### src/hw/rtl/assert_macros.svh
// Assertion macros included by the RTL top level.
`ifndef ASSERT_MACROS_SVH
`define ASSERT_MACROS_SVH

// Clocked check, disabled while reset is asserted (active-low reset).
`define ASSERT_RST(lbl, clk, rstn, prop) \
  lbl: assert property (@(posedge clk) disable iff (!(rstn)) (prop)) \
    else $error("assertion failed");

// Clocked check without reset qualification.
`define ASSERT_CLK(lbl, clk, prop) \
  lbl: assert property (@(posedge clk) (prop)) \
    else $error("assertion failed");

`endif

### src/hw/rtl/bed_pkg.sv
// Shared types and constants for the backslash escape decoder.
`timescale 1ns / 1ps
package bed_pkg;

  typedef enum logic [1:0] {
    MODE_PLAIN = 2'd0,
    MODE_ESC   = 2'd1,
    MODE_OCT   = 2'd2
  } mode_t;

  localparam logic [7:0] BSLASH = 8'h5C;

  typedef struct packed {
    logic       string_end;
    logic       run_last;
    logic [7:0] data;
  } res_t;

  typedef struct packed {
    logic [1:0] n;
    res_t       r0;
    res_t       r1;
  } step_t;

endpackage

### src/hw/rtl/bed_core.sv
// Decode state machine: holds escape/octal state, forms up to two results per byte.
`timescale 1ns / 1ps
module bed_core
  import bed_pkg::*;
(
  input  logic       clk,
  input  logic       rst_n,
  input  logic       in_acc,
  input  logic [7:0] in_byte,
  input  logic       in_fin,
  output step_t      step,
  output mode_t      mode
);

  localparam logic [7:0] CH_QUOTE  = 8'h27;
  localparam logic [7:0] CH_DQUOTE = 8'h22;

  mode_t      mode_r, mode_nxt;
  logic [8:0] acc_r, acc_nxt;
  logic [1:0] dig_r, dig_nxt;

  logic       is_oct;
  logic [2:0] dval;
  logic [1:0] dig_inc;
  logic       bs_hold;
  logic       map_hit;
  logic [7:0] map_code;
  logic [1:0] n;
  logic [7:0] b0, b1;

  assign is_oct  = (in_byte[7:3] == 5'b00110);
  assign dval    = in_byte[2:0];
  assign dig_inc = dig_r + 2'd1;
  assign bs_hold = (in_byte == BSLASH) && !in_fin;

  always_comb begin
    map_hit  = 1'b1;
    map_code = in_byte;
    unique case (in_byte)
      8'h61: map_code = 8'd7;
      8'h62: map_code = 8'd8;
      8'h65: map_code = 8'd27;
      8'h66: map_code = 8'd12;
      8'h6E: map_code = 8'd10;
      8'h72: map_code = 8'd13;
      8'h74: map_code = 8'd9;
      8'h76: map_code = 8'd11;
      BSLASH, CH_QUOTE, CH_DQUOTE: map_code = in_byte;
      default: map_hit = 1'b0;
    endcase
  end

  // next state
  always_comb begin
    mode_nxt = mode_r;
    acc_nxt  = acc_r;
    dig_nxt  = dig_r;
    unique case (mode_r)
      MODE_ESC: begin
        if (is_oct) begin
          acc_nxt  = {6'b0, dval};
          dig_nxt  = 2'd1;
          mode_nxt = in_fin ? MODE_PLAIN : MODE_OCT;
        end else begin
          mode_nxt = MODE_PLAIN;
        end
      end
      MODE_OCT: begin
        if (is_oct) begin
          acc_nxt = {acc_r[5:0], dval};
          dig_nxt = dig_inc;
          if (dig_inc == 2'd3 || in_fin) mode_nxt = MODE_PLAIN;
        end else begin
          mode_nxt = bs_hold ? MODE_ESC : MODE_PLAIN;
        end
      end
      default: mode_nxt = bs_hold ? MODE_ESC : MODE_PLAIN;
    endcase
    if (mode_nxt == MODE_PLAIN || in_fin) begin
      mode_nxt = MODE_PLAIN;
      acc_nxt  = 9'd0;
      dig_nxt  = 2'd0;
    end
  end

  // outputs
  always_comb begin
    n  = 2'd0;
    b0 = in_byte;
    b1 = in_byte;
    unique case (mode_r)
      MODE_ESC: begin
        if (is_oct) begin
          n  = in_fin ? 2'd1 : 2'd0;
          b0 = {5'b0, dval};
        end else if (map_hit) begin
          n  = 2'd1;
          b0 = map_code;
        end else begin
          n  = 2'd2;
          b0 = BSLASH;
        end
      end
      MODE_OCT: begin
        if (is_oct) begin
          n  = (dig_inc == 2'd3 || in_fin) ? 2'd1 : 2'd0;
          b0 = {acc_r[4:0], dval};
        end else begin
          n  = bs_hold ? 2'd1 : 2'd2;
          b0 = acc_r[7:0];
        end
      end
      default: n = bs_hold ? 2'd0 : 2'd1;
    endcase
    step.n             = n;
    step.r0.data       = b0;
    step.r0.run_last   = (n == 2'd1);
    step.r0.string_end = (n == 2'd1) && in_fin;
    step.r1.data       = b1;
    step.r1.run_last   = 1'b1;
    step.r1.string_end = in_fin;
  end

  always_ff @(posedge clk) begin
    if (!rst_n) begin
      mode_r <= MODE_PLAIN;
      acc_r  <= 9'd0;
      dig_r  <= 2'd0;
    end else if (in_acc) begin
      mode_r <= mode_nxt;
      acc_r  <= acc_nxt;
      dig_r  <= dig_nxt;
    end
  end

  assign mode = mode_r;

endmodule

### src/hw/rtl/bed_outq.sv
// Three-entry shifting result queue between the decoder and the output channel.
`timescale 1ns / 1ps
module bed_outq
  import bed_pkg::*;
(
  input  logic  clk,
  input  logic  rst_n,
  input  logic  push,
  input  step_t step,
  input  logic  pop,
  output res_t  head,
  output logic  head_vld,
  output logic  room
);

  res_t       q_r [3];
  res_t       q_nxt [3];
  res_t       sh [3];
  logic [1:0] cnt_r, cnt_nxt, cnt_p;

  always_comb begin
    sh[0] = pop ? q_r[1] : q_r[0];
    sh[1] = pop ? q_r[2] : q_r[1];
    sh[2] = q_r[2];
    cnt_p = cnt_r - {1'b0, pop};
    for (int i = 0; i < 3; i++) begin
      q_nxt[i] = sh[i];
      if (push && step.n != 2'd0 && cnt_p == 2'(i)) q_nxt[i] = step.r0;
      if (push && step.n == 2'd2 && (cnt_p + 2'd1) == 2'(i)) q_nxt[i] = step.r1;
    end
    cnt_nxt = cnt_p + (push ? step.n : 2'd0);
  end

  always_ff @(posedge clk) begin
    if (!rst_n) begin
      cnt_r <= 2'd0;
    end else begin
      cnt_r <= cnt_nxt;
    end
  end

  always_ff @(posedge clk) begin
    for (int i = 0; i < 3; i++) q_r[i] <= q_nxt[i];
  end

  assign head     = q_r[0];
  assign head_vld = (cnt_r != 2'd0);
  assign room     = (cnt_r <= 2'd1);

endmodule

### src/hw/rtl/backslash_escape_decoder.sv
// Top level of the backslash escape decoder: stream in raw bytes, stream out decoded bytes.
// A result is written into the registered result queue when its input byte is taken.
// Throughput: one byte per cycle while the result queue holds at most one entry; a byte giving two results
// can take in_tready low, set by the single-read output of the three-entry result queue.
// Reset: rst_n synchronous active low; clears decode state and empties the queue.
`timescale 1ns / 1ps
`include "assert_macros.svh"
module backslash_escape_decoder
  import bed_pkg::*;
(
  input  logic       clk,
  input  logic       rst_n,
  input  logic       in_tvalid,
  output logic       in_tready,
  input  logic [7:0] in_tdata,   // [7:0] in_byte
  input  logic       in_tlast,   // final_byte
  output logic       out_tvalid,
  input  logic       out_tready,
  output logic [7:0] out_tdata,  // [7:0] out_byte
  output logic       out_tuser,  // [0] run_last
  output logic       out_tlast   // string_end
);

  logic  in_acc;
  logic  out_acc;
  step_t step;
  mode_t mode;
  res_t  head;
  logic  room;

  assign in_tready = room;
  assign in_acc    = in_tvalid && in_tready;
  assign out_acc   = out_tvalid && out_tready;

  bed_core u_core (
    .clk     (clk),
    .rst_n   (rst_n),
    .in_acc  (in_acc),
    .in_byte (in_tdata),
    .in_fin  (in_tlast),
    .step    (step),
    .mode    (mode)
  );

  bed_outq u_outq (
    .clk      (clk),
    .rst_n    (rst_n),
    .push     (in_acc),
    .step     (step),
    .pop      (out_acc),
    .head     (head),
    .head_vld (out_tvalid),
    .room     (room)
  );

  assign out_tdata = head.data;
  assign out_tuser = head.run_last;
  assign out_tlast = head.string_end;

  `ASSERT_RST(a_fin_resets_mode, clk, rst_n, (in_acc && in_tlast) |=> (mode == MODE_PLAIN))
  `ASSERT_RST(a_fin_gives_result, clk, rst_n, (in_acc && in_tlast) |=> out_tvalid)
  `ASSERT_RST(a_esc_after_bslash, clk, rst_n, ($past(rst_n) && $past(in_acc) && mode == MODE_ESC) |-> ($past(in_tdata) == BSLASH))
  `ASSERT_RST(a_end_is_run_last, clk, rst_n, (out_tvalid && out_tlast) |-> out_tuser)

endmodule

### config.mk
export PLATFORM = sky130hd
export DESIGN_NAME = backslash_escape_decoder
export DESIGN_NICKNAME = d
export VERILOG_FILES = /design/src/hw/rtl/bed_pkg.sv /design/src/hw/rtl/bed_core.sv /design/src/hw/rtl/bed_outq.sv /design/src/hw/rtl/backslash_escape_decoder.sv
export VERILOG_INCLUDE_DIRS = /design/src /design/src/hw/rtl
export SDC_FILE = /design/constraint.sdc
export NUM_CORES = 1
export LEC_CHECK = 0
export BUFFER_PORTS_ARGS = -buffer_cell sky130_fd_sc_hd__buf_2
export CORE_UTILIZATION = 30
export CTS_CLUSTER_DIAMETER = 120
export CTS_CLUSTER_SIZE = 8
export DETAILED_ROUTE_END_ITERATION = 6
export PLACE_DENSITY = 0.44
export SLEW_MARGIN = 40
export SYNTH_ARGS = -nofsm -noshare
export SYNTH_HDL_FRONTEND = slang
export SYNTH_SLANG_ARGS = --single-unit
### constraint.sdc
create_clock -name clk -period 4.4 [get_ports clk]
set_clock_uncertainty 0.2 [all_clocks]
set_input_delay 0.66 -clock clk [delete_from_list [all_inputs] [get_ports clk]]
set_output_delay 0.66 -clock clk [all_outputs]
set_load 0.01 [all_outputs]
-- Word level (Yosys, flattened, before mapping)
Memories as Yosys holds them, arrays and structs flattened.
Cells that the tools add are included.
- register bits after elaboration: 14
- bits in writable memories: 30
- input port bits: 13
- output and inout port bits: 12
- word-level logic and storage cells: 94
- memories: 1
- $add $sub $neg: 4
- $lt $le $gt $ge: 1
- equality and inequality tests: 23
- multiplexer cells: 38
- reductions and logical operators: 23
- memory list (name ; words ; width ; rd ports ; clocked after memory_dff ; write ports ; line ; source):
    u_outq.q_r ; 3 ; 10 ; 3 ; 0 ; 3 ; bed_outq.sv:16 ; res_t q_r [3];
- operators with widths (operator ; number):
    10-bit 2-to-1 mux ; 8
    8-bit by 7-bit equality test with 1-bit output (second input constant) ; 9
    8-bit case mux with 8 select lines ; 1
    8-bit 2-to-1 mux ; 6
    8-bit case mux with 2 select lines ; 2
    2-bit 2-to-1 mux ; 13
    8-bit by 6-bit equality test with 1-bit output (second input constant) ; 2
    1-bit logical AND ; 12
    2-bit case mux with 2 select lines ; 3
    11-bit OR reduction ; 1
    2-bit equality test (second input constant) ; 5
    2-bit by 1-bit equality test with 1-bit output (second input constant) ; 4
    2-bit zero test ; 3
    3-bit by 1-bit inequality test with 1-bit output (second input constant) ; 2
    5-bit by 3-bit equality test with 1-bit output (second input constant) ; 1
    1-bit 2-to-1 mux ; 5
    2-bit by 1-bit adder with 2-bit output (second input constant) ; 2
    4-bit AND reduction ; 1
    2-bit nonzero test ; 2
    3-bit nonzero test ; 1
    2-bit adder ; 1
    2-bit by 1-bit less-or-equal comparator with 1-bit output (second input constant) ; 1
    1-bit logical OR ; 2
    2-bit by 1-bit subtractor with 2-bit output ; 1
    1-bit zero test ; 1

-- Depth between registers and ports, before layout
- word-level depth: 11
- mapped depth: 13

-- Modules after synthesis
From an unflattened synthesis, not the netlist that was laid out.
- cell total of the unflattened synthesis: 338
- area, all modules: 3060.4 µm²
- modules (own cells, without submodules) (module ; instances ; cells each ; area each (µm²)):
    bed_outq ; 1 ; 176 ; 1784.2
    bed_core ; 1 ; 160 ; 1263.7
    backslash_escape_decoder ; 1 ; 2 ; 12.5

-- Worst setup path before layout
Ideal clock, no wire load.
- path type: input to register
- start: in in_tdata[5]
- end: mem u_outq.q_r[0][20] (netlist bit) (enable)
- setup time: 0.387 ns
- arrival: 2.779 ns
- slack: 1.034 ns
- cell stages on the path: 8
- buffers on the path: 2
- cell sequence: buf_2 nor4b_4 a21oi_1 nand3_1 o31ai_4 buf_2 nand3_1 o21ai_0
- RTL lines (element ; line ; source):
    start, declared ; backslash_escape_decoder.sv:15 ; input logic [7:0] in_tdata,
    end, declared ; bed_outq.sv:16 ;

==> results by group <==
Clock tree
  – CTS Buffer Depth: 2
  – Clock slew at the register clock pins of the worst setup and hold paths: 100 ps
  – Clock sinks: 44
  – CTS tree: done
  – Post-CTS Setup Inserts: 0
  – Num CTS Buffers: 5
  – H-Tree Depth: 2
  – PostCTS Resize Cnt: 0
  – Clock Tree Root: clkbuf_8
  – Worst skew pair latency: 310 ps
  – Cts hold-fix bufs: 0

Global routing
  – First-pass GRT wire length: 13800 um
  – Initial antenna violation count: 0
  – Global route total overflow: 0
  – Gr usage total: 17.6%
  – Pin count of the biggest net entering global routing: 23
  – Vias in the first global route: 2488

Final layout
  – Final instance area: 0.00330 sq mm
  – Layout area overhead: 9.73%
  – Fillers: 1034
  – Finished Core Util: 34.0%
  – Register area: 0.00115 sq mm
  – Multi-input gate area: 0.00168 sq mm
  – Nets@finish: 364
  – Fraction of layout cells with a size suffix above 1: 15.0%
  – Antenna Cells: 0

Synth
  – Main synth FF type: edfxtp_1
  – Most frequent cells after synthesis: nand2_1, edfxtp_1, a21oi_1
  – Yosys top cell by area: edfxtp_1
  – EDFF count, synth: 27
  – Synthesized cell area: 0.00301 sq mm
  – Synth area leaders: edfxtp_1, dfxtp_1, nand2_1
  – Yosys warns: 0
  – Avg Inst Size Synth: 8.93 sq um
  – Synth async-reset ratio: 0%
  – Synth Net Count: 355
  – Library cells used by synthesis: 61
  – Most frequent cell after synthesis: nand2_1
  – Post-synthesis cell count: 337
  – Seq/Total Area, Yosys: 38.2%
  – Yosys reg bits: 44
  – Post-synth top area share: 26.9%

Route
  – Routed Antenna Nets: 0
  – WL per Instance: 18.1 um
  – Drt first-iter violations: 138
  – Via Count: 2606
  – Detailed Route WL: 8700 um
  – Number of remaining DRC errors: 0
  – DRT Pass-1 Iters: 4
  – Vias per inst: 5.43

STA
  – Final hold violations: 0
  – Slew HR: 55.6%
  – Period utilisation layout: 80.2%
  – Slew @ Worst Pin: 661 ps
  – Final Setup Violations: 0
  – Fmax: 283 MHz
  – Minimum clock period: 3530 ps
  – RSZ-0062 raised after global routing: no
  – Final setup TNS: 0 ps
  – Slew Viols, Final: 0

Setup path
  – Critical Path Most Common Cell: nand3_1
  – Largest stage delay, worst path: 550 ps
  – Cells on worst reg2reg path: 7
  – CP Data Arrival Time: 3280 ps
  – Worst EP required: 4150 ps
  – Crit-path max FO: 16
  – Setup Crit Path Kind: flop to flop
  – Type of origin of the critical path: flop
  – CP max-delay cell: nand3_1
  – R2r setup slk: 870 ps
  – Crit. End Element: flop
  – Crit-path cells: inv_1 > ha_1 > a21oi_1 > nand3_1 > o31ai_4 > nand3_1 > nand3_1

Flow run
  – Max_cap viols: 0

Power
  – Pwr per Cell Area: 461 mW/mm^2
  – Switching Share: 35.7%
  – Tot Pwr: 0.00152 W
  – Gate power share: 37.7%
  – Reg power frac: 41.6%
  – Clock power share: 20.7%
  – Psw: 0.000543 W
  – VDD IR max: 141 uV
  – Leak: 1.11 nW
  – Int Pwr: 0.000980 W

Floorplanning
  – Cell Rows: 36
  – Num ports: 25
  – Initial Util: 30.9%
  – Die H: 102 um
  – Die area: 0.0104 sq mm
  – Die width: 102 um
  – CORE AREA: 0.00973 sq mm

Placement
  – Number of port buffers: 24
  – Dpl hpwl: 6570 um
  – Cell Area, Placed: 0.00320 sq mm
  – Placer Congestion: 0.859

Status
  – Status: finished clean

Hold path
  – Min-delay worst type: flop to flop
  – Worst hold stages: 1
worst max-delay path: cells and delay by family, from the launching register on:
family | cells | cell delay (ps)
flip-flops | 1 | 360
AO/OA/AOI/OAI | 2 | 960
buffers and inverters | 1 | 60
AND/OR/NAND/NOR | 3 | 1260
adder cells (fa/ha/maj) | 1 | 320
path summary, 6_finish.rpt:
| check | from | end |
|---|---|---|
| worst max register to register | u_core.mode[0]$_SDFFE_PN0P_ | u_outq.q_r[0][0]$_DFFE_PP_ |
| worst min-delay path | u_core.dig_r[1]$_SDFFE_PN0P_ | u_core.dig_r[1]$_SDFFE_PN0P_ |
| worst min register to register | u_core.dig_r[1]$_SDFFE_PN0P_ | u_core.dig_r[1]$_SDFFE_PN0P_ |
| worst max-delay path | u_core.mode[0]$_SDFFE_PN0P_ | u_outq.q_r[0][0]$_DFFE_PP_ |
power groups by stage:
| stage | registers, W | logic (W) | clock network [W] |
|---|---|---|---|
| floorplan | 0.000635 | 0.000436 | 0 |
| global placement | 0.000647 | 0.000581 | 0 |
| detailed placement | 0.000645 | 0.000577 | 0 |
| CTS | 0.000635 | 0.000578 | 0.000321 |
| global route | 0.000649 | 0.000641 | 0.000337 |
| finish | 0.000634 | 0.000574 | 0.000315 |
through the flow:
| step | setup WS, ps | instances | hold WS, ps |
|---|---|---|---|
| after CTS | 904 | 480 | 275 |
| after detailed placement | 651 | 472 | 252 |
| after global placement | 750 | 472 | 242 |
| after global routing | 626 | 480 | 286 |
| after floorplan | 1030 | 337 | 231 |
| final | 873 | 480 | 274 |
cells in the final DEF (no fill, tap or decap), drive strengths merged, types with 3 or more instances in the layout:
cell    instances
o31a            3
nand2b          4
buf            29
o221ai          4
ha              5
o21ai          20
a211oi          3
and2            5
nand2          49
nand4           9
and3            3
a21o            5
inv            12
a22oi           3
nor2b           3
nand3          10
o31ai          13
a22o           11
o21a            4
clkbuf          6
edfxtp         27
nor2           15
nor3            7
nand3b          3
dfxtp          17
a21boi          9
nor4b           3
o211ai          4
or3             3
a21oi          24
cell families after synthesis:
| family | count (synthesis) | synth area share [%] |
|---|---|---|
| mux | 4 | 1.41 |
| compound gates | 119 | 29.5 |
| xor+xnor | 3 | 0.873 |
| simple gates | 123 | 21.8 |
| buf+inv | 39 | 6.11 |
| fa+ha+maj | 5 | 2.08 |
| flops | 44 | 38.2 |
metal layers:
metal	share of wire, %	vias to the layer above	track usage [%]
li1	-	1285	-
met1	45	1242	22.2
met2	49	66	30.7
met3	3.9	13	2.39
met4	2.5	0	6.48
met5	0	-	0
final cells by class:
class                           count  share of cell area (%)
Timing Repair Buffer               29                    4.77
Clock inverter                      2                    1.06
Clock buffer                        6                    2.20
Tap cell                          133                    5.04
Multi-Input combinational cell    254                    50.7
Sequential cell                    44                    34.8
Inverter                           12                    1.36
state kept, by name (all words and copies together) (netlist names):
name and count:
u_outq.q_r 30, u_core.acc_r 8, u_core.dig_r 2, u_core.mode 2, u_outq.cnt_r 2
Power figures use the tool's default switching activity.
